File: src/sv/allm_pkg.sv
// Shared types and constants of the array linked list manager.
package allm_pkg;

  localparam int unsigned CAPACITY = 255;
  localparam int unsigned NODES    = CAPACITY + 1;
  localparam int unsigned AW       = 8;
  localparam int unsigned DW       = 32;

  localparam logic [3:0] ACT_PUSH_BACK  = 4'd0;
  localparam logic [3:0] ACT_PUSH_FRONT = 4'd1;
  localparam logic [3:0] ACT_INS_AFTER  = 4'd2;
  localparam logic [3:0] ACT_INS_BEFORE = 4'd3;
  localparam logic [3:0] ACT_REMOVE     = 4'd4;
  localparam logic [3:0] ACT_FIND       = 4'd5;
  localparam logic [3:0] ACT_FRONT      = 4'd6;
  localparam logic [3:0] ACT_BACK       = 4'd7;
  localparam logic [3:0] ACT_NEXT       = 4'd8;
  localparam logic [3:0] ACT_PREV       = 4'd9;
  localparam logic [3:0] ACT_CLEAR      = 4'd10;

  localparam logic [2:0] ST_OK       = 3'd0;
  localparam logic [2:0] ST_FULL     = 3'd1;
  localparam logic [2:0] ST_BADPOS   = 3'd2;
  localparam logic [2:0] ST_UNLINKED = 3'd3;
  localparam logic [2:0] ST_EMPTY    = 3'd4;

  typedef enum logic [3:0] {
    OP_INS_BACK,
    OP_INS_FRONT,
    OP_INS_AFTER,
    OP_INS_BEFORE,
    OP_REMOVE,
    OP_FIND,
    OP_FRONT,
    OP_BACK,
    OP_NEXT,
    OP_PREV,
    OP_CLEAR,
    OP_NOP
  } op_e;

  typedef struct packed {
    op_e           op;
    logic [AW-1:0] pos;
    logic [DW-1:0] val;
    logic          bad_pos;
  } cmd_t;

endpackage

File: src/sv/allm_front.sv
// Front end: decode and classify input transactions into a two-entry command queue.
module allm_front
  import allm_pkg::*;
(
  input  logic          clk_i,
  input  logic          rst_ni,
  input  logic          in_valid_i,
  output logic          in_stall_o,
  input  logic [3:0]    action_i,
  input  logic [AW-1:0] position_i,
  input  logic [DW-1:0] data_value_i,
  output logic          cmd_valid_o,
  output cmd_t          cmd_o,
  input  logic          cmd_pop_i
);

  cmd_t       fifo_q [2];
  logic       wr_ptr_q, rd_ptr_q;
  logic [1:0] cnt_q;
  cmd_t       dec;
  logic       push;

  always_comb begin
    dec.pos     = position_i;
    dec.val     = data_value_i;
    dec.bad_pos = ({1'b0, position_i} > 9'(CAPACITY));
    unique case (action_i)
      ACT_PUSH_BACK:  dec.op = OP_INS_BACK;
      ACT_PUSH_FRONT: dec.op = OP_INS_FRONT;
      ACT_INS_AFTER:  dec.op = OP_INS_AFTER;
      ACT_INS_BEFORE: dec.op = OP_INS_BEFORE;
      ACT_REMOVE: begin
        dec.op      = OP_REMOVE;
        dec.bad_pos = dec.bad_pos | (position_i == '0);
      end
      ACT_FIND:       dec.op = OP_FIND;
      ACT_FRONT:      dec.op = OP_FRONT;
      ACT_BACK:       dec.op = OP_BACK;
      ACT_NEXT:       dec.op = OP_NEXT;
      ACT_PREV:       dec.op = OP_PREV;
      ACT_CLEAR:      dec.op = OP_CLEAR;
      default:        dec.op = OP_NOP;
    endcase
  end

  assign in_stall_o  = (cnt_q == 2'd2);
  assign push        = in_valid_i & ~in_stall_o;
  assign cmd_valid_o = (cnt_q != 2'd0);
  assign cmd_o       = fifo_q[rd_ptr_q];

  always_ff @(posedge clk_i) begin
    if (push) fifo_q[wr_ptr_q] <= dec;
  end

  always_ff @(posedge clk_i or negedge rst_ni) begin
    if (!rst_ni) begin
      wr_ptr_q <= 1'b0;
      rd_ptr_q <= 1'b0;
      cnt_q    <= 2'd0;
    end else begin
      if (push) wr_ptr_q <= ~wr_ptr_q;
      if (cmd_pop_i) rd_ptr_q <= ~rd_ptr_q;
      cnt_q <= cnt_q + {1'b0, push} - {1'b0, cmd_pop_i};
    end
  end

endmodule

File: config.mk
export PLATFORM = sky130hd
export DESIGN_NAME = allm_front
export DESIGN_NICKNAME = d
export VERILOG_FILES = /design/src/sv/allm_pkg.sv /design/src/sv/allm_front.sv
export SDC_FILE = /design/constraint.sdc
export NUM_CORES = 1
export LEC_CHECK = 0
export ABC_AREA = 1
export BUFFER_PORTS_ARGS = -buffer_cell sky130_fd_sc_hd__buf_2
export CORE_MARGIN = 2
export CORE_UTILIZATION = 35
export CTS_BUF_LIST = sky130_fd_sc_hd__clkbuf_16
export DETAILED_ROUTE_END_ITERATION = 12
export SYNTH_ARGS = -nofsm -noshare
export SYNTH_HDL_FRONTEND = slang
export SYNTH_SLANG_ARGS = --single-unit
File: constraint.sdc
create_clock -name clk_i -period 6.3 [get_ports clk_i]
set_clock_uncertainty 0.2 [all_clocks]
set_input_delay 0.63 -clock clk_i [delete_from_list [all_inputs] [get_ports clk_i]]
set_output_delay 0.63 -clock clk_i [all_outputs]
set_load 0.01 [all_outputs]
==> results.toml <==
[power]
power_leakage_uw = 0.001904
combPwrFrac_pct = 32.7
powerDensity_nw_per_um2 = 448.8
power.internal_uw = 1488
p_sw_uw = 577.8
vdd_drop_max_v = 0.0001944
switching_share_pct = 27.97
p_clk_share_pct = 24.0
power_frac_seq_pct = 43.2

[routing]
drc = 0
wl_per_cell_um = 14.17
num_vias = 1877
ant_nets = 0
drt-vias-per-instance = 4.365
wl_mm = 6.094
dr.pass1.iters = 4
first_iter_violations = 65

[global_routing]
grt_overflow = 0
grt_max_degree = 47
grt_pass1_vias = 1913
antenna_found_initial = 0
grt_pass1_wl_mm = 9.384
grt_usage_pct = 11.00

[cts]
cts_tree = "yes"
clkSinkCount = 94
insertion_delay_ps = 320
clockBufferDepth = 2
cts_setup_buffers = 0
htree_levels = 3
root_buffer = "clkbuf_16"
numCtsBuffers = 9
path_clk_slew_ps = 60

[final_layout]
fin_nets = 341
drive_above_1_share_pct = 52.72
diodes = 0
area_growth_pct = 22.64
fill_cells = 950

[timing]
finalCritPeriodShare_pct = 42.81
slew_headroom_pct = 29.92
tightestPinTransition_ps = 1050
max_freq_ghz = 0.3708
rsz0062_at_grt = "no"
timing.final.crit_period_ps = 2697
setup_tns_ps = 0
whs_ps = 285.7
maxSlewViolCount = 0
report.final.hold_viol_count = 0
setup_viol = 0

[min_path]
min_path_cells = 2
hold_class = "reg2reg"

[yosys]
synthCells = 189
netlist_top_cells_area = "edfxtp_1 (72%), mux2_4 (16%), dfrtp_1 (2.7%)"
yosysUniqueCellTypes = 15
synth_compound_area_share_pct = 0.1334
synth_top_area_cell = "edfxtp_1"
synth_fa_ha_area_share_pct = 0.6669
yosys_register_bits = 94
synthMuxAreaShare_pct = 17.41
synth_area_um2 = 3752
ys_seq_area_share_pct = 74.69
synth_top_cell_area_share_pct = 72.02
synthesis.nets = 239
ys_warn_count = 0
syn_area_per_cell_um2 = 19.85
synthSimpleGateAreaFrac_pct = 2.467
synth_top_family_by_area = "multiplexers"
synth-xor-area-share_pct = 0.7002

[floorplan]
die_x_um = 107.5
ios = 95
die-area_um2 = 11560
die_y_um = 107.5
start_util_pct = 36.18
rows = 37
core_um2 = 10370

[critical_path]
rr_worst_depth = 5
endpoint_kind = "output port"
path_max_fanout = 46
crit_required_ps = 5470
arrival_ps = 1870
startpoint_type = "flop"
crit_type = "reg2out"

[status]
outcome = "finished, final reports clean"

[placement]
portBuffers = 94
place.gp.congestion = 0.6705
dp_hpwl_mm = 3.816

[run]
cap_violations = 0
## synth_stat cells
library cell / n
nor2_1: 8
xnor2_1: 1
dfrtp_1: 4
o21ai_1: 1
inv_1: 14
mux2_4: 39
nand2_1: 15
buf_6: 1
xor2_1: 2
or2_2: 1
edfxtp_1: 90
mux2_2: 6
ha_1: 2
clkbuf_1: 1
buf_12: 4
## flip-flops by register name, summed over array words and instances, names as in the netlist
signal	cells
cnt_q	2
fifo_q	90
rd_ptr_q	1
wr_ptr_q	1
## final timing paths
path / from / to / slack (ps)
hold reg to reg: wr_ptr_q / wr_ptr_q / 290
setup reg to reg: cnt_q[1] / fifo_q[0][10] / 4150
min in group asynchronous: rst_ni / cnt_q[0] / 440
setup / recovery: rd_ptr_q / cmd_o[0] / 3600
max in group asynchronous: rst_ni / rd_ptr_q / 5330
hold / removal: wr_ptr_q / wr_ptr_q / 290
## power groups by stage
stage,combinational [uW],clock (uW),sequential (uW)
final,676,497,893
after CTS,696,514,895
after floorplan,523,0,900
after detailed placement,694,0,907
after global routing,739,538,908
after global placement,688,0,901
## cell families (layout without fill, tap and decap cells)
family,count (synthesis),in the layout
compound gates,1,1
xor+xnor,3,3
fa+ha+maj,2,2
buf+inv,20,125
flops,94,94
mux,45,45
simple gates,24,24
## layer usage
| layer | GRT usage, % | up-vias | wire (um) |
|---|---|---|---|
| met4 | 5.311 | 0 | 71 |
| met3 | 3.269 | 6 | 414 |
| met2 | 17.65 | 69 | 2947 |
| met1 | 13.58 | 909 | 2661 |
| li1 | - | 893 | - |
| met5 | 0 | - | 0 |
## stage by stage
stage	setup WS [ps]	power [uW]	utilization, %	std cells	instance area, um^2
floorplan	3035	1423	-	189	3752
global placement	3910	1589	41.67	415	4322
CTS	3533	2104	44.38	430	4602
finish	3603	2065	44.38	430	4602
global route	3489	2185	44.38	430	4602
detailed placement	3897	1601	41.67	415	4322
## cells in the final DEF (no fill, tap or decap), drive strengths merged, types with 2 or more instances in the layout
cell type  count
dfrtp          4
nand2         15
ha             2
inv           16
clkbuf         9
xor2           2
edfxtp        90
mux2          45
buf           96
nor2           8
clkinv         2
## worst max-delay path, stage by stage (launching register included)
cell,delay [ps]
dfrtp_2,340
buf_4,640
mux2_2,400
buf_2,140
## layout make-up
cell class	count	area [um^2]	share of cell area (%)
clock buffer	9	225.2	4.894
sequential	94	2804	60.93
tap	136	170.2	3.698
inverter	14	52.55	1.142
clock inverter	5	45.04	0.9788
timing repair buffer	97	495.5	10.77
multi-input combinational	75	809.5	17.59
## what timing repair did
action / in CTS / in global routing
hold buffers: 1 / 0
resized for setup: 0 / 0
hold endpoints to repair: 4 / 0
endpoints found under the setup margin: 0 / 0
No activity file was read; power rests on OpenSTA's default activity.
